### src/hdl/bvs_pkg.sv
package bvs_pkg;

   // Widths
   localparam int COORD_BITS = 12;
   localparam int CONF_W     = 10;
   localparam int MODE_W     = 2;
   localparam int SPD_W      = 11;
   localparam int YAW_W      = 15;
   localparam int CSR_IDX_W  = 2;
   localparam int CSR_W      = (COORD_BITS > CONF_W) ? COORD_BITS : CONF_W;

   typedef logic [COORD_BITS-1:0]        coord_type;
   typedef logic signed [COORD_BITS:0]   diff_type;
   typedef logic [CONF_W-1:0]            conf_type;
   typedef logic [MODE_W-1:0]            mode_type;
   typedef logic signed [SPD_W-1:0]      spd_type;
   typedef logic signed [YAW_W-1:0]      yaw_type;
   typedef logic [CSR_IDX_W-1:0]         csr_idx_type;
   typedef logic [CSR_W-1:0]             csr_data_type;

   // Register indexes
   localparam csr_idx_type REG_FRAME_CENTER_X         = 2'd0;
   localparam csr_idx_type REG_FRAME_CENTER_Y         = 2'd1;
   localparam csr_idx_type REG_TRACK_MIN_CONFIDENCE   = 2'd2;
   localparam csr_idx_type REG_SELFCAM_MIN_CONFIDENCE = 2'd3;

   // Register reset values
   localparam coord_type RST_FRAME_CENTER_X = COORD_BITS'(428);
   localparam coord_type RST_FRAME_CENTER_Y = COORD_BITS'(240);
   localparam conf_type  RST_TRACK_CONF     = CONF_W'(650);
   localparam conf_type  RST_SELFCAM_CONF   = CONF_W'(550);

   // Mode bits
   localparam int MODE_TRACK_BIT   = 0;
   localparam int MODE_SELFCAM_BIT = 1;

   localparam int YAW_LIMIT = 10240;

   typedef struct packed {
      coord_type fcx;
      coord_type fcy;
      conf_type  trk_conf;
      conf_type  cam_conf;
   } bvs_cfg_type;

   typedef struct packed {
      mode_type  mode;
      conf_type  confidence;
      coord_type x_min;
      coord_type x_max;
      coord_type y_min;
      coord_type y_max;
   } bvs_item_type;

   typedef struct packed {
      spd_type forward_speed;
      spd_type lateral_speed;
      spd_type vertical_speed;
      yaw_type yaw_rate;
   } bvs_cmd_type;

   // Signed box height, negative for an inverted box
   function automatic diff_type box_height(input coord_type y_lo, input coord_type y_hi);
      box_height = $signed({1'b0, y_hi}) - $signed({1'b0, y_lo});
   endfunction

endpackage

### src/hdl/bvs_if.sv
interface bvs_req_if;
   logic                valid;
   logic                ready;
   bvs_pkg::mode_type   mode;
   bvs_pkg::conf_type   confidence;
   bvs_pkg::coord_type  x_min;
   bvs_pkg::coord_type  x_max;
   bvs_pkg::coord_type  y_min;
   bvs_pkg::coord_type  y_max;

   modport source (output valid, mode, confidence, x_min, x_max, y_min, y_max,
                   input ready);
   modport sink   (input valid, mode, confidence, x_min, x_max, y_min, y_max,
                   output ready);
endinterface

interface bvs_rsp_if;
   logic               valid;
   logic               ready;
   bvs_pkg::spd_type   forward_speed;
   bvs_pkg::spd_type   lateral_speed;
   bvs_pkg::spd_type   vertical_speed;
   bvs_pkg::yaw_type   yaw_rate;

   modport source (output valid, forward_speed, lateral_speed, vertical_speed, yaw_rate,
                   input ready);
   modport sink   (input valid, forward_speed, lateral_speed, vertical_speed, yaw_rate,
                   output ready);
endinterface

### src/hdl/bvs_csr.sv
module bvs_csr (
   input  logic                   clock,
   input  logic                   reset,
   input  logic                   csr_we,
   input  bvs_pkg::csr_idx_type   csr_index,
   input  bvs_pkg::csr_data_type  csr_wdata,
   output bvs_pkg::bvs_cfg_type   cfg
);
   import bvs_pkg::*;

   bvs_cfg_type cfg_ff, cfg_in;

   // Decode the write
   always_comb begin
      cfg_in = cfg_ff;
      if (csr_we) begin
         unique case (csr_index)
            REG_FRAME_CENTER_X:         cfg_in.fcx      = csr_wdata[COORD_BITS-1:0];
            REG_FRAME_CENTER_Y:         cfg_in.fcy      = csr_wdata[COORD_BITS-1:0];
            REG_TRACK_MIN_CONFIDENCE:   cfg_in.trk_conf = csr_wdata[CONF_W-1:0];
            REG_SELFCAM_MIN_CONFIDENCE: cfg_in.cam_conf = csr_wdata[CONF_W-1:0];
            default:                    cfg_in          = cfg_ff;
         endcase
      end
   end

   always_ff @(posedge clock) begin
      if (reset) begin
         cfg_ff.fcx      <= RST_FRAME_CENTER_X;
         cfg_ff.fcy      <= RST_FRAME_CENTER_Y;
         cfg_ff.trk_conf <= RST_TRACK_CONF;
         cfg_ff.cam_conf <= RST_SELFCAM_CONF;
      end else begin
         cfg_ff <= cfg_in;
      end
   end

   assign cfg = cfg_ff;

endmodule

### src/hdl/bvs_track.sv
module bvs_track (
   input  bvs_pkg::bvs_item_type  item,
   input  bvs_pkg::bvs_cfg_type   cfg,
   output bvs_pkg::bvs_cmd_type   cmd
);
   import bvs_pkg::*;

   localparam yaw_type YAW_HI  = 15'sd350;
   localparam yaw_type YAW_MID = 15'sd200;
   localparam yaw_type YAW_LO  = 15'sd100;
   localparam spd_type FWD_BACK = -11'sd100;

   logic [COORD_BITS:0]          sum_x, sum_y;
   coord_type                    xmid, ymid, adx;
   diff_type                     dx, h;
   logic signed [COORD_BITS+1:0] ymid_s, fcy_hi, fcy_lo;
   yaw_type                      yaw_tier, addend;
   spd_type                      base, side, nudge, trim, vmag;
   logic                         step_left, step_right;

   // Box centre and offsets
   assign sum_x  = {1'b0, item.x_min} + {1'b0, item.x_max};
   assign sum_y  = {1'b0, item.y_min} + {1'b0, item.y_max};
   assign xmid   = sum_x[COORD_BITS:1];
   assign ymid   = sum_y[COORD_BITS:1];
   assign dx     = $signed({1'b0, xmid}) - $signed({1'b0, cfg.fcx});
   assign adx    = dx[COORD_BITS] ? COORD_BITS'(-dx) : COORD_BITS'(dx);
   assign h      = box_height(item.y_min, item.y_max);
   assign ymid_s = $signed({2'b00, ymid});
   assign fcy_hi = $signed({2'b00, cfg.fcy}) + 14'sd15;
   assign fcy_lo = $signed({2'b00, cfg.fcy}) - 14'sd15;

   // Yaw tier from the horizontal offset
   always_comb begin
      yaw_tier = '0;
      priority if (adx > 130) yaw_tier = (dx > 0) ? -YAW_HI  : YAW_HI;
      else if (adx > 80)      yaw_tier = (dx > 0) ? -YAW_MID : YAW_MID;
      else if (adx > 30)      yaw_tier = (dx > 0) ? -YAW_LO  : YAW_LO;
      else                    yaw_tier = '0;
   end

   // Pick the height tier constants
   always_comb begin
      priority if (h < 150) begin
         base = 11'sd230; side = 11'sd60; nudge = 11'sd80;
         trim = 11'sd180; addend = -15'sd130; vmag = 11'sd280;
      end else if (h < 250) begin
         base = 11'sd180; side = 11'sd35; nudge = 11'sd30;
         trim = 11'sd130; addend = -15'sd100; vmag = 11'sd200;
      end else begin
         base = 11'sd100; side = 11'sd10; nudge = 11'sd10;
         trim = 11'sd30;  addend = -15'sd70;  vmag = 11'sd50;
      end
   end

   assign step_left  = dx > side;
   assign step_right = dx < -side;

   // Build the command
   always_comb begin
      cmd = '0;
      cmd.yaw_rate = yaw_tier;
      priority if (h < 290) begin
         cmd.forward_speed = base;
         if (step_left || step_right) begin
            cmd.lateral_speed = step_left ? -nudge : nudge;
            cmd.forward_speed = base - trim;
            cmd.yaw_rate      = yaw_tier + addend;
         end
         if (ymid_s > fcy_hi)      cmd.vertical_speed = -vmag;
         else if (ymid_s < fcy_lo) cmd.vertical_speed = vmag;
      end else if (h < 325) begin
         cmd.forward_speed = '0;
      end else begin
         cmd.forward_speed = FWD_BACK;
      end
   end

endmodule

### src/hdl/bvs_selfcam.sv
module bvs_selfcam (
   input  bvs_pkg::bvs_item_type  item,
   input  bvs_pkg::bvs_cfg_type   cfg,
   input  bvs_pkg::coord_type     ref_height,
   output bvs_pkg::bvs_cmd_type   cmd
);
   import bvs_pkg::*;

   localparam logic [COORD_BITS+2:0] MAG_LIMIT = (COORD_BITS+3)'(YAW_LIMIT);

   diff_type                     h, w, w_adj, half_w;
   logic signed [COORD_BITS+1:0] mx, xgap, gap;
   logic [COORD_BITS:0]          ag;
   logic [COORD_BITS+3:0]        mag5;
   logic [COORD_BITS+2:0]        mag, mag_sat;

   // Box centre, truncating half the width toward zero
   assign h      = box_height(item.y_min, item.y_max);
   assign w      = $signed({1'b0, item.x_max}) - $signed({1'b0, item.x_min});
   assign w_adj  = w + $signed({{COORD_BITS{1'b0}}, w[COORD_BITS]});
   assign half_w = w_adj >>> 1;
   assign mx     = half_w + $signed({2'b00, item.x_min});
   assign xgap   = $signed({2'b00, cfg.fcx}) - mx;
   assign ag     = xgap[COORD_BITS+1] ? (COORD_BITS+1)'(-xgap) : (COORD_BITS+1)'(xgap);

   // Yaw is 2.5 times the offset, saturated
   assign mag5    = {1'b0, ag, 2'b00} + {3'b000, ag};
   assign mag     = mag5[COORD_BITS+3:1];
   assign mag_sat = (mag > MAG_LIMIT) ? MAG_LIMIT : mag;

   assign gap = $signed({2'b00, ref_height}) - h;

   always_comb begin
      cmd = '0;
      if (ag > 25) begin
         cmd.yaw_rate = xgap[COORD_BITS+1] ? -YAW_W'(mag_sat) : YAW_W'(mag_sat);
      end
      priority if (gap > 30) begin
         cmd.forward_speed = 11'sd80;
         cmd.lateral_speed = 11'sd80;
      end else if (gap < -30) begin
         cmd.forward_speed = -11'sd80;
         cmd.lateral_speed = 11'sd80;
      end else begin
         cmd.forward_speed = 11'sd90;
         cmd.lateral_speed = 11'sd110;
      end
   end

endmodule

### src/hdl/bbox_visual_servo_command.sv
// Each item is registered in the input register and its result in the result register,
// which drives rsp_chan. Throughput: one item per cycle while rsp_chan takes the results;
// a result held by rsp_chan stalls the input register and then req_chan.ready.
// Items with a low confidence or idle mode give no result.
// Reset (synchronous, active high) empties both stages, drops the height
// reference and loads the configuration registers with their defaults.
module bbox_visual_servo_command (
   input  logic                   clock,
   input  logic                   reset,
   input  logic                   csr_we,
   input  bvs_pkg::csr_idx_type   csr_index,
   input  bvs_pkg::csr_data_type  csr_wdata,
   bvs_req_if.sink                req_chan,
   bvs_rsp_if.source              rsp_chan
);
   import bvs_pkg::*;

   bvs_cfg_type  cfg;
   bvs_item_type s1_item_ff, s1_item_in;
   logic         s1_valid_ff, s1_valid_in;
   bvs_cmd_type  rsp_cmd_ff, rsp_cmd_in;
   logic         rsp_valid_ff, rsp_valid_in;
   logic         have_ref_ff, have_ref_in;
   coord_type    ref_h_ff, ref_h_in;
   bvs_cmd_type  trk_cmd, cam_cmd;
   diff_type     s1_h;
   coord_type    h_clamped, ref_eff;
   logic         is_track, is_selfcam, trk_fire, cam_fire;
   logic         rsp_free, s1_go, req_take;

   bvs_csr u_csr (
      .clock     (clock),
      .reset     (reset),
      .csr_we    (csr_we),
      .csr_index (csr_index),
      .csr_wdata (csr_wdata),
      .cfg       (cfg)
   );

   // Handshake
   assign rsp_free       = !rsp_valid_ff || rsp_chan.ready;
   assign s1_go          = s1_valid_ff && rsp_free;
   assign req_chan.ready = !s1_valid_ff || rsp_free;
   assign req_take       = req_chan.valid && req_chan.ready;

   // Capture the input item
   always_comb begin
      s1_item_in            = s1_item_ff;
      s1_valid_in           = s1_valid_ff;
      if (req_take) begin
         s1_item_in.mode       = req_chan.mode;
         s1_item_in.confidence = req_chan.confidence;
         s1_item_in.x_min      = req_chan.x_min;
         s1_item_in.x_max      = req_chan.x_max;
         s1_item_in.y_min      = req_chan.y_min;
         s1_item_in.y_max      = req_chan.y_max;
         s1_valid_in           = 1'b1;
      end else if (s1_go) begin
         s1_valid_in = 1'b0;
      end
   end

   // Mode decode; tracking wins over self-camera
   assign is_track   = s1_item_ff.mode[MODE_TRACK_BIT];
   assign is_selfcam = !is_track && s1_item_ff.mode[MODE_SELFCAM_BIT];
   assign trk_fire   = is_track && (s1_item_ff.confidence >= cfg.trk_conf);
   assign cam_fire   = is_selfcam && (s1_item_ff.confidence >= cfg.cam_conf);

   // Latch the height reference on the first self-camera item of a run; any other item drops it
   assign s1_h      = box_height(s1_item_ff.y_min, s1_item_ff.y_max);
   assign h_clamped = s1_h[COORD_BITS] ? '0 : s1_h[COORD_BITS-1:0];
   assign ref_eff   = have_ref_ff ? ref_h_ff : h_clamped;

   always_comb begin
      have_ref_in = have_ref_ff;
      ref_h_in    = ref_h_ff;
      if (s1_go) begin
         have_ref_in = is_selfcam;
         if (is_selfcam && !have_ref_ff) ref_h_in = h_clamped;
      end
   end

   bvs_track u_track (
      .item (s1_item_ff),
      .cfg  (cfg),
      .cmd  (trk_cmd)
   );

   bvs_selfcam u_selfcam (
      .item       (s1_item_ff),
      .cfg        (cfg),
      .ref_height (ref_eff),
      .cmd        (cam_cmd)
   );

   // Load or drain the result register
   always_comb begin
      rsp_cmd_in   = rsp_cmd_ff;
      rsp_valid_in = rsp_valid_ff;
      if (s1_go) begin
         rsp_valid_in = trk_fire || cam_fire;
         rsp_cmd_in   = trk_fire ? trk_cmd : cam_cmd;
      end else if (rsp_chan.ready) begin
         rsp_valid_in = 1'b0;
      end
   end

   always_ff @(posedge clock) begin
      if (reset) begin
         s1_valid_ff  <= 1'b0;
         rsp_valid_ff <= 1'b0;
         have_ref_ff  <= 1'b0;
         ref_h_ff     <= '0;
      end else begin
         s1_valid_ff  <= s1_valid_in;
         rsp_valid_ff <= rsp_valid_in;
         have_ref_ff  <= have_ref_in;
         ref_h_ff     <= ref_h_in;
      end
   end

   always_ff @(posedge clock) begin
      s1_item_ff <= s1_item_in;
      rsp_cmd_ff <= rsp_cmd_in;
   end

   assign rsp_chan.valid          = rsp_valid_ff;
   assign rsp_chan.forward_speed  = rsp_cmd_ff.forward_speed;
   assign rsp_chan.lateral_speed  = rsp_cmd_ff.lateral_speed;
   assign rsp_chan.vertical_speed = rsp_cmd_ff.vertical_speed;
   assign rsp_chan.yaw_rate       = rsp_cmd_ff.yaw_rate;

endmodule
### src/flat_wrapper.sv
// flat-port wrapper written by rule: the top's interface ports become plain ports
module bbox_visual_servo_command_flat import bvs_pkg::*;
  (clock, reset, csr_we, csr_index, csr_wdata, req_chan_valid, req_chan_mode, req_chan_confidence, req_chan_x_min, req_chan_x_max, req_chan_y_min, req_chan_y_max, req_chan_ready, rsp_chan_valid, rsp_chan_forward_speed, rsp_chan_lateral_speed, rsp_chan_vertical_speed, rsp_chan_yaw_rate, rsp_chan_ready);
  bvs_req_if req_chan_i ();
  bvs_rsp_if rsp_chan_i ();
  input  logic clock;
  input  logic reset;
  input  logic csr_we;
  input  bvs_pkg::csr_idx_type csr_index;
  input  bvs_pkg::csr_data_type csr_wdata;
  input wire logic [$bits(req_chan_i.valid)-1:0] req_chan_valid;
  input wire logic [$bits(req_chan_i.mode)-1:0] req_chan_mode;
  input wire logic [$bits(req_chan_i.confidence)-1:0] req_chan_confidence;
  input wire logic [$bits(req_chan_i.x_min)-1:0] req_chan_x_min;
  input wire logic [$bits(req_chan_i.x_max)-1:0] req_chan_x_max;
  input wire logic [$bits(req_chan_i.y_min)-1:0] req_chan_y_min;
  input wire logic [$bits(req_chan_i.y_max)-1:0] req_chan_y_max;
  output wire logic [$bits(req_chan_i.ready)-1:0] req_chan_ready;
  output wire logic [$bits(rsp_chan_i.valid)-1:0] rsp_chan_valid;
  output wire logic [$bits(rsp_chan_i.forward_speed)-1:0] rsp_chan_forward_speed;
  output wire logic [$bits(rsp_chan_i.lateral_speed)-1:0] rsp_chan_lateral_speed;
  output wire logic [$bits(rsp_chan_i.vertical_speed)-1:0] rsp_chan_vertical_speed;
  output wire logic [$bits(rsp_chan_i.yaw_rate)-1:0] rsp_chan_yaw_rate;
  input wire logic [$bits(rsp_chan_i.ready)-1:0] rsp_chan_ready;
  assign req_chan_i.valid = req_chan_valid;
  assign req_chan_i.mode = req_chan_mode;
  assign req_chan_i.confidence = req_chan_confidence;
  assign req_chan_i.x_min = req_chan_x_min;
  assign req_chan_i.x_max = req_chan_x_max;
  assign req_chan_i.y_min = req_chan_y_min;
  assign req_chan_i.y_max = req_chan_y_max;
  assign req_chan_ready = req_chan_i.ready;
  assign rsp_chan_valid = rsp_chan_i.valid;
  assign rsp_chan_forward_speed = rsp_chan_i.forward_speed;
  assign rsp_chan_lateral_speed = rsp_chan_i.lateral_speed;
  assign rsp_chan_vertical_speed = rsp_chan_i.vertical_speed;
  assign rsp_chan_yaw_rate = rsp_chan_i.yaw_rate;
  assign rsp_chan_i.ready = rsp_chan_ready;
  bbox_visual_servo_command u_core (.clock(clock), .reset(reset), .csr_we(csr_we), .csr_index(csr_index), .csr_wdata(csr_wdata), .req_chan(req_chan_i), .rsp_chan(rsp_chan_i));
endmodule
### config.mk
export PLATFORM = sky130hd
export DESIGN_NAME = bbox_visual_servo_command_flat
export DESIGN_NICKNAME = d
export VERILOG_FILES = /design/src/hdl/bvs_pkg.sv /design/src/hdl/bvs_if.sv /design/src/hdl/bvs_csr.sv /design/src/hdl/bvs_track.sv /design/src/hdl/bvs_selfcam.sv /design/src/hdl/bbox_visual_servo_command.sv /design/src/flat_wrapper.sv
export SDC_FILE = /design/constraint.sdc
export NUM_CORES = 1
export LEC_CHECK = 0
export BUFFER_PORTS_ARGS = -buffer_cell sky130_fd_sc_hd__buf_2
export CAP_MARGIN = 25
export CORE_MARGIN = 2
export CORE_UTILIZATION = 55
export DETAILED_ROUTE_END_ITERATION = 16
export GPL_TIMING_DRIVEN = 0
export PLACE_DENSITY = 0.77
export SLEW_MARGIN = 15
export SYNTH_ARGS = -nofsm -noshare
export SYNTH_HDL_FRONTEND = slang
export SYNTH_SLANG_ARGS = --single-unit
export TNS_END_PERCENT = 1
### constraint.sdc
create_clock -name clock -period 9.6 [get_ports clock]
set_clock_uncertainty 0.1 [all_clocks]
set_input_delay 0.48 -clock clock [delete_from_list [all_inputs] [get_ports clock]]
set_output_delay 0.48 -clock clock [all_outputs]
set_load 0.01 [all_outputs]
# Word level (Yosys, flattened, before mapping)

Cells that the tools add are included.

Bits of input ports: 79
Register bits: 167
Output and inout port bits: 50
Logic and storage cells: 122

Reduce and logical (&&, ||, !) cells: 23
Add/sub/neg operators: 20
Equal/unequal tests: 3
Mux-type cells: 40
Magnitude comparators: 18

Operator list:

| kind                                                             | number |
|---|---|
| two-way mux 15 bit                                               | 10 |
| two-way mux 22 bit                                               | 3 |
| two-way mux 48 bit                                               | 1 |
| two-way mux 8 bit                                                | 6 |
| two-way mux 11 bit                                               | 4 |
| subtractor 12 x 12 -> 13 bit                                     | 3 |
| two-way mux 37 bit                                               | 1 |
| two-way mux 12 bit                                               | 3 |
| adder 12 x 12 -> 13 bit                                          | 2 |
| < comparator 13 x 10 -> 1 bit (second input constant)            | 2 |
| < comparator 13 bit                                              | 2 |
| < comparator 13 x 9 -> 1 bit (second input constant)             | 2 |
| negation 11 bit                                                  | 2 |
| >= comparator 10 bit                                             | 2 |
| two-way mux 6 bit                                                | 3 |
| two-way mux 9 bit                                                | 2 |
| adder 15 x 13 -> 16 bit                                          | 1 |
| adder 15 bit                                                     | 1 |
| greater-than comparator 15 x 14 -> 1 bit (second input constant) | 1 |
| negation 15 bit                                                  | 1 |
| adder 12 x 13 -> 14 bit                                          | 1 |
| greater-than comparator 14 x 6 -> 1 bit (second input constant)  | 1 |
| < comparator 14 x 6 -> 1 bit (second input constant)             | 1 |
| subtractor 13 x 13 -> 14 bit                                     | 1 |
| other kinds (27)                                                 | 48 |

# Depth between registers and ports, before layout

Gate-level depths: netlist of the first run.

Depth in word-level cells: 13
Gate-level depth with buffers: 55
Mapped depth without buffers: 51

# Hierarchy

Synthesis of the first run repeated with hierarchy kept, for this count alone.

Cells, all modules: 1906
Area total of the unflattened synthesis: 16973.8 um^2

By module, submodules not included:

| module                    | sequential area each (um^2) | instances | cells each | area each (um^2) |
|---|---|---|---|---|
| bbox_visual_servo_command | 3543.4                      | 1         | 381        | 5644.2 |
| bvs_track                 | 0.0                         | 1         | 685        | 4987.3 |
| bvs_selfcam               | 0.0                         | 1         | 669        | 4566.9 |
| bvs_csr                   | 880.8                       | 1         | 171        | 1775.5 |

# Least setup slack after synthesis of the first run

OpenSTA, ideal clock, no wires.

Path kind: flip-flop to flip-flop
Start point: reg u_core.s1_item_ff[38] in the netlist's numbering
End point: reg u_core.rsp_cmd_ff (netlist bit u_core.rsp_chan.yaw_rate[10]), data pin
Period minus slack after synthesis: 10.171 ns
Data required time: 9.361 ns
Arrival: 9.932 ns
Cell stages (with the launch flop): 52
Path buffers: 4
Path slack: -0.571 ns
Setup time: 0.139 ns
Path through: edfxtp_1 inv_1 ha_1 nor2b_1 o21ai_0 a21boi_0 o21ai_0 a21oi_1 o21ai_0 a21oi_1 o21ai_0 nand2b_1 a31oi_1 ha_1 inv_1 nor3b_1 nand4_1 nor3_1 (+16 left out) a21o_1 a21oi_1 o21bai_1 a21oi_1 xnor2_1 or3_1 nor2_1 and3_1 nor3b_2 o21ai_2 nand2_1 nand2_1 ha_1 clkbuf_1 and3_1 and2b_1 or4_1 nand4b_1

Cells in the longest elaborated chain, start to end: 13
Elaborated cells on any way between the ends: 34
Classes of those cells: add/sub: 11; order compare: 8; mux: 14; reduce/logical: 1

RTL lines:

| what                                     | line                             | text |
|---|---|---|
| from (decl)                              | bbox_visual_servo_command.sv:19  | `bvs_item_type s1_item_ff, s1_item_in;` |
| from (signal assigned)                   | bbox_visual_servo_command.sv:123 | `s1_item_ff <= s1_item_in;` |
| subtractor 12 x 12 -> 13 bit             | bvs_selfcam.sv:19                | `assign w = $signed({1'b0, item.x_max}) - $signed({1'b0, item.x_min});` |
| adder 13 x 2 -> 13 bit                   | bvs_selfcam.sv:20                | `assign w_adj = w + $signed({{COORD_BITS{1'b0}}, w[COORD_BITS]});` |
| adder 12 x 13 -> 14 bit                  | bvs_selfcam.sv:22                | `assign mx = half_w + $signed({2'b00, item.x_min});` |
| subtractor 13 x 14 -> 14 bit             | bvs_selfcam.sv:23                | `assign xgap = $signed({2'b00, cfg.fcx}) - mx;` |
| negation 13 bit                          | bvs_selfcam.sv:24                | `assign ag = xgap[COORD_BITS+1] ? (COORD_BITS+1)'(-xgap) : (COORD_BITS+1)'(xgap);` |
| two-way mux 13 bit                       | bvs_selfcam.sv:24                |  |
| adder 15 x 13 -> 16 bit                  | bvs_selfcam.sv:27                | `assign mag5 = {1'b0, ag, 2'b00} + {3'b000, ag};` |
| greater-than comparator 15 x 14 -> 1 bit | bvs_selfcam.sv:29                | `assign mag_sat = (mag > MAG_LIMIT) ? MAG_LIMIT : mag;` |
| two-way mux 15 bit                       | bvs_selfcam.sv:29                |  |
| negation 15 bit                          | bvs_selfcam.sv:36                | `cmd.yaw_rate = xgap[COORD_BITS+1] ? -YAW_W'(mag_sat) : YAW_W'(mag_sat);` |
| two-way mux 15 bit                       | bvs_selfcam.sv:36                |  |
| two-way mux 15 bit                       | bvs_selfcam.sv:35                | `if (ag > 25) begin` |
| two-way mux 48 bit (*)                   | bbox_visual_servo_command.sv:102 | `rsp_cmd_in = trk_fire ? trk_cmd : cam_cmd;` |
| to (signal assigned)                     | bbox_visual_servo_command.sv:124 | `rsp_cmd_ff <= rsp_cmd_in;` |
| to (decl)                                | bbox_visual_servo_command.sv:21  | `bvs_cmd_type rsp_cmd_ff, rsp_cmd_in;` |

Every way passes the cells marked *; elsewhere a longest branch is shown, timed or not.
A chain may end at the register's enable or synchronous reset.

# Final worst setup path of the first run

Start point: reg u_core.s1_item_ff[24] in the netlist's numbering
End point: reg u_core.rsp_cmd_ff (netlist bit u_core.rsp_chan.yaw_rate[10]), data pin

Same word-level chain as after synthesis.

==> flow_metrics.env, run 1 <==
export IMPL_outcome="completed"
export IMPL_muxShareOfSynthArea_pct=0.696
export IMPL_antenna_found_initial=0
export IMPL_clock_latency_ps=440
export IMPL_cts_max_level=4
export IMPL_die_area_um2=28100
export IMPL_synthCells=1733
export IMPL_fin_crit_sh_pct=99.5
export IMPL_fill_cells=2080
export IMPL_end_kind="flip-flop"
export IMPL_yosysWarnings=0
export IMPL_syn_avg_cell_area_um2=8.51
export IMPL_coreArea_um2=26200
export IMPL_hold_violations=0
export IMPL_critPathMaxFanout=8
export IMPL_placed_area_um2=15900
export IMPL_grt_max_degree=61
export IMPL_power_density_nw_per_um2=388
export IMPL_dr_pass1_iters=6
export IMPL_grt_pass1_wl_um=60400
export IMPL_synthSimpleGateAreaFrac_pct=18.5
export IMPL_p_leak_nw=7.46
export IMPL_setup_viol=0
export IMPL_place_congestion=0.907
export IMPL_vias_per_cell=5.81
export IMPL_synthTopCellsByArea="edfxtp_1 21%, ha_1 14%, dfxtp_1 8.0%"
export IMPL_dpl_cell_count=2200
export IMPL_num_rows=59
export IMPL_antenna_cells=0
export IMPL_chipWidth_um=168
export IMPL_final_cell_mix="166 x nand2_1, 157 x ha_1, 153 x inv_1, 132 x a21oi_1, 132 x nor2_1"
export IMPL_antenna_left=0
export IMPL_fmax_mhz=105
export IMPL_startpoint_type="flip-flop"
export IMPL_synth_distinct_cells=94
export IMPL_worstPathArrival_ps=9630
export IMPL_worstSetupPathType="flip-flop to flip-flop"
export IMPL_start_util_pct=56.3
export IMPL_fin_crit_ps=9560
export IMPL_worstPathRequired_ps=9680
export IMPL_synth_compound_area_share_pct=20.9
export IMPL_ys_async_sr_fraction_pct=0
export IMPL_synth_top_cell_area_share_pct=21.2
export IMPL_worst_pin_slew_ps=1080
export IMPL_area_delta_synth_final_pct=17.7
export IMPL_clk_pin_slew_ps=80
export IMPL_yosysTopAreaCell="edfxtp_1"
export IMPL_cts_buffers=17
export IMPL_layout_nets=2209
export IMPL_drc=0
export IMPL_final_area_um2=17400
export IMPL_final_common_cell="nand2_1"
export IMPL_cap_viol_max_count=0
export IMPL_stdcell_count=2290
export IMPL_relSlewSlack_pct=26.0
export IMPL_synthAdderAreaFrac_pct=17.0
export IMPL_slowest_delay_ps=550
export IMPL_cpMostUsedCell="o21ai_2"
export IMPL_io_buffers=123
export IMPL_grt_ovfl_total=0
export IMPL_drtIter0Drc=848
export IMPL_die_y_um=168
export IMPL_clock_root_buffer="clkbuf_16"
export IMPL_ff2ff_setup_slack_ps=40
export IMPL_drive_gt1_share_pct=18.1
export IMPL_hold_buffers=0
export IMPL_clock_sinks=163
export IMPL_grt_pass1_vias=12700
export IMPL_cts_tree="yes"
export IMPL_cts_buffer_depth=2
export IMPL_gr_usage_all_layers_pct=25.9
export IMPL_synth_area_um2=14700
export IMPL_synth_edff_count=104
export IMPL_hold_class="primary input to flip-flop"
export IMPL_synth_seq_cells=163
export IMPL_synth_top_family_by_area="compound AO/OA/AOI/OAI gates"
export IMPL_rsz0062_at_grt="true"
export IMPL_num_io_pins=129
export IMPL_finalMaxSlewViolations=0
export IMPL_ir_drop_v=0.000425
export IMPL_dpl_hpwl_um=27900
export IMPL_synth_xor_area_share_pct=7.69
export IMPL_vias=13300
export IMPL_critPathSlowestCell="fa_1"
export IMPL_post_drt_wl_per_cell_um=16.3
export IMPL_synth_ff_type="edfxtp_1"
export IMPL_synth_seq_area_share_pct=29.2
export IMPL_routed_wl_um=37300
path summary, 6_finish.rpt:
check                         from                            to  cells after the start
max          u_core.s1_item_ff[24]  u_core.rsp_chan.yaw_rate[10]                     50
min             req_chan_x_min[10]         u_core.s1_item_ff[46]                      1
max reg2reg  u_core.s1_item_ff[24]  u_core.rsp_chan.yaw_rate[10]                     50
min reg2reg   u_core.u_csr.cfg[12]          u_core.u_csr.cfg[12]                      2
routing by layer:
layer | GRT usage, % | vias up | part of all wire, %
met1 | 35.1 | 6198 | 45
met5 | 0 | - | 0
li1 | - | 6589 | -
met3 | 3.21 | 55 | 5.6
met2 | 44.1 | 454 | 47
met4 | 6.69 | 0 | 1.7
stage by stage:
stage / setup slack (ps) / setup TNS (ps) / power [mW] / util, % / hold slack (ps)
floorplan: 19.3 / 0 / 3.92 / - / 336
global placement: -1240 / -9930 / 4.61 / 60.5 / 343
detailed placement: -1600 / -14230 / 4.70 / 60.7 / 348
CTS: 1.11 / 0 / 5.98 / 64.3 / 106
global route: -372 / -2270 / 7.20 / 66.2 / 100
finish: 43.7 / 0 / 6.73 / 66.2 / 112
registers in the layout (all words and copies together) (netlist names):
register                        flops
u_core.rsp_chan.valid               1
u_core.s1_item_ff                  59
u_core.u_csr.cfg                   44
u_core.rsp_chan.lateral_speed      10
u_core.ref_h_ff                    12
u_core.have_ref_ff                  1
u_core.rsp_chan.vertical_speed      9
u_core.rsp_chan.forward_speed      10
u_core.s1_valid_ff                  1
u_core.rsp_chan.yaw_rate           15
u_core.is_track                     1
power breakdown:
group	internal, mW	switching, mW	leakage, nW
combinational	2.34	2.76	5.69
clock	0.374	0.327	0.286
sequential	0.901	0.0260	1.48
total	3.62	3.11	7.46
cell usage after synthesis, drive strengths merged, types with 14 or more instances:
master and count:
inv 158, and3 21, nor3 54, xnor2 88, a31oi 14, or2 16
o21a 28, a21oi 144, o211ai 14, nor2b 27, nor2 136, fa 20
o21ai 68, a211o 16, nand2 171, nand2b 18, and2 14, xor2 39
nand3 25, a21o 31, o21bai 23, edfxtp 104, o31ai 26, clkbuf 50
ha 168, dfxtp 59
worst max-delay path: cells and delay by family (launching register included):
family,cells,cell delay (ps)
buf+inv,6,620
simple gates,18,2840
fa+ha+maj,8,2260
xor+xnor,3,250
compound gates,15,2780
flops,1,430
logic make-up (layout without fill, tap and decap cells):
logic type,count (synthesis),in the layout
AOI/OAI and AO/OA,461,461
xor gates and xnor gates,127,127
buffers and inverters,222,437
muxes,10,10
other,1,8
adders and majority gates,189,189
and+or+nand+nor,560,560
DFF,163,163
cell type report:
class / instances / area (um^2) / area share [%]
Clock buffer: 19 / 443 / 2.55
Sequential cell: 163 / 4300 / 24.8
Inverter: 159 / 597 / 3.44
Buffer: 58 / 275 / 1.59
Clock inverter: 13 / 140 / 0.807
Multi-Input combinational cell: 1355 / 10000 / 57.9
Timing Repair Buffer: 188 / 1140 / 6.55
Tap cell: 335 / 419 / 2.41
what timing repair did:
action / 4_1_cts / 5_1_grt
pin swaps: 21 / 47
endpoints found under the hold margin: 0 / 0
endpoints found under the setup margin: 15 / 15
setup buffers: 24 / 38
resized for setup: 43 / 58
Note: power is estimated with default switching activity, not from simulation.
==> inputs of run 2 (changes only) <==
--- a/config.mk
+++ b/config.mk
@@ -7,6 +7,7 @@
 export LEC_CHECK = 0
 export BUFFER_PORTS_ARGS = -buffer_cell sky130_fd_sc_hd__buf_2
 export CAP_MARGIN = 25
+export CORE_ASPECT_RATIO = 0.75
 export CORE_MARGIN = 2
 export CORE_UTILIZATION = 55
 export DETAILED_ROUTE_END_ITERATION = 16
==> run 2 against run 1 <==
Maximum frequency grew 1.7%. Die area barely moved. Cell area fell by 0.27%. Wire length grew 2.2%. Sequential share of layout area grew 0.068 points. Critical path type unchanged. Critical endpoint is now u_core.rsp_chan.yaw_rate[4].
==> flow_metrics.env, run 2 (synthesis gave the netlist of run 1 again) <==
export IMPL_regMostFlops="u_core.s1_item_ff"
export IMPL_cts_buffer_depth=2
export IMPL_startpoint_type="flip-flop"
export IMPL_worst_pin_slew_ps=972
export IMPL_ir_drop_v=0.000442
export IMPL_num_rows=51
export IMPL_intPower_mw=3.69
export IMPL_clock_latency_ps=440
export IMPL_outcome="completed"
export IMPL_dpl_hpwl_um=28700
export IMPL_clk_pin_slew_ps=70
export IMPL_num_io_pins=129
export IMPL_cts_max_level=4
export IMPL_stdcell_count=2292
export IMPL_ff2ff_setup_slack_ps=200
export IMPL_net_switching_power_mw=3.26
export IMPL_antenna_left=0
export IMPL_finalMaxSlewViolations=0
export IMPL_die_area_um2=28200
export IMPL_gr_usage_all_layers_pct=26.7
export IMPL_drtIter0Drc=1261
export IMPL_critPathSlowestCell="or4_4"
export IMPL_worstSetupPathType="flip-flop to flip-flop"
export IMPL_start_util_pct=56.4
export IMPL_relSlewSlack_pct=34.6
export IMPL_worstPathRequired_ps=9680
export IMPL_dr_pass1_iters=6
export IMPL_p_seq_share_pct=13.4
export IMPL_drc=0
export IMPL_hold_class="primary input to flip-flop"
export IMPL_grt_ovfl_total=0
export IMPL_total_power_mw=6.95
export IMPL_grt_max_degree=61
export IMPL_vias=13400
export IMPL_cts_tree="yes"
export IMPL_die_y_um=146
export IMPL_place_congestion=0.914
export IMPL_power_density_nw_per_um2=401
export IMPL_layout_nets=2202
export IMPL_vias_per_cell=5.86
export IMPL_whs_ps=107
export IMPL_antenna_cells=0
export IMPL_chipWidth_um=193
export IMPL_r2r_cells=49
export IMPL_io_buffers=123
export IMPL_clkPwrFrac_pct=9.3
export IMPL_drive_gt1_share_pct=17.4
export IMPL_cpMostUsedCell="a21oi_2"
export IMPL_final_cell_mix="164 x nand2_1, 162 x ha_1, 154 x inv_1, 133 x a21oi_1, 133 x nor2_1"
export IMPL_area_delta_synth_final_pct=17.4
export IMPL_fmax_mhz=106
export IMPL_antenna_found_initial=0
export IMPL_placed_area_um2=15900
export IMPL_clock_sinks=163
export IMPL_coreArea_um2=26200
export IMPL_worstPathArrival_ps=9480
export IMPL_min_delay_path_depth=1
export IMPL_final_common_cell="nand2_1"
export IMPL_routed_wl_um=38100
export IMPL_grt_pass1_wl_um=61100
export IMPL_slowest_delay_ps=530
export IMPL_hold_violations=0
export IMPL_rsz0062_at_grt="true"
export IMPL_switching_share_pct=46.9
export IMPL_clock_root_buffer="clkbuf_16"
export IMPL_final_area_um2=17300
export IMPL_largest_reg_flops=59
export IMPL_grt_pass1_vias=12300
export IMPL_post_drt_wl_per_cell_um=16.6
export IMPL_pwr_share_comb_pct=77.3
export IMPL_cts_buffers=17
export IMPL_cap_viol_max_count=0
export IMPL_fill_cells=2181
export IMPL_fin_crit_ps=9400
export IMPL_critPathMaxFanout=8
export IMPL_tns_ps=0
export IMPL_dpl_cell_count=2209
export IMPL_fin_crit_sh_pct=97.9
export IMPL_p_leak_nw=7.43
export IMPL_end_kind="flip-flop"
export IMPL_setup_viol=0
## run 2: changes by cell type in the layout (fill, tap and decap cells not counted), moves of 3 or more
cell	change
buf_4	-9
ha_1	+5
ha_2	-5
o21ai_1	+4
xnor2_1	-4
nand2_4	+3
o21ai_0	-3
## run 2: metal layers
layer / global-route usage [%] / up-vias / share of wire (%)
met5: 0 / - / 0
li1: - / 6588 / -
met1: 40.3 / 6301 / 48
met2: 40.5 / 482 / 44
met4: 5.76 / 0 / 1.7
met3: 3.86 / 57 / 6.4
## run 2: worst paths after layout
kind / from / to
max: u_core.s1_item_ff[24] / u_core.rsp_chan.yaw_rate[4]
min: req_chan_confidence[3] / u_core.s1_item_ff[51]
min reg2reg: u_core.u_csr.cfg[15] / u_core.u_csr.cfg[15]
max reg2reg: u_core.s1_item_ff[24] / u_core.rsp_chan.yaw_rate[4]
## run 2: power by group through the flow
stage                     clock network [mW]  registers (mW)  logic [mW]
after floorplan                            0           0.962        2.96
after global placement                     0           0.944        3.70
after detailed placement                   0           0.944        3.80
after CTS                              0.653           0.929        4.37
after global routing                   0.690           0.935        5.83
final                                  0.649           0.928        5.37
## run 2: timing repair
action,in CTS,in global routing
pin swaps,19,55
endpoints found under the setup margin,15,15
hold buffers,0,0
resized for setup,39,68
setup buffers,18,36
## run 2: cell type report
| class | instances | area [um^2] | share of cell area, % |
|---|---|---|---|
| multi-input combinational | 1355 | 10100 | 58.2 |
| sequential | 163 | 4300 | 24.9 |
| timing repair buffer | 180 | 1050 | 6.09 |
| inverter | 159 | 597 | 3.45 |
| tap | 344 | 430 | 2.49 |
| clock buffer | 17 | 425 | 2.46 |
| buffer | 59 | 297 | 1.71 |
| clock inverter | 15 | 126 | 0.730 |
## run 2: per-stage QoR
stage,utilization (%),worst slack [ps]
6_report,66.2,200
5_1_grt,66.2,-325
4_1_cts,64.0,37.5
3_5_place_dp,60.8,-1450
3_3_place_gp,60.6,-1250
2_1_floorplan,-,19.3
## run 2: worst max-delay path, delay by kind of cell (launching register included)
kind / cells / cell delay (ps)
xor+xnor: 3 / 300
simple gates: 14 / 2480
flops: 1 / 410
fa+ha+maj: 7 / 1820
buf+inv: 7 / 800
compound gates: 18 / 3220
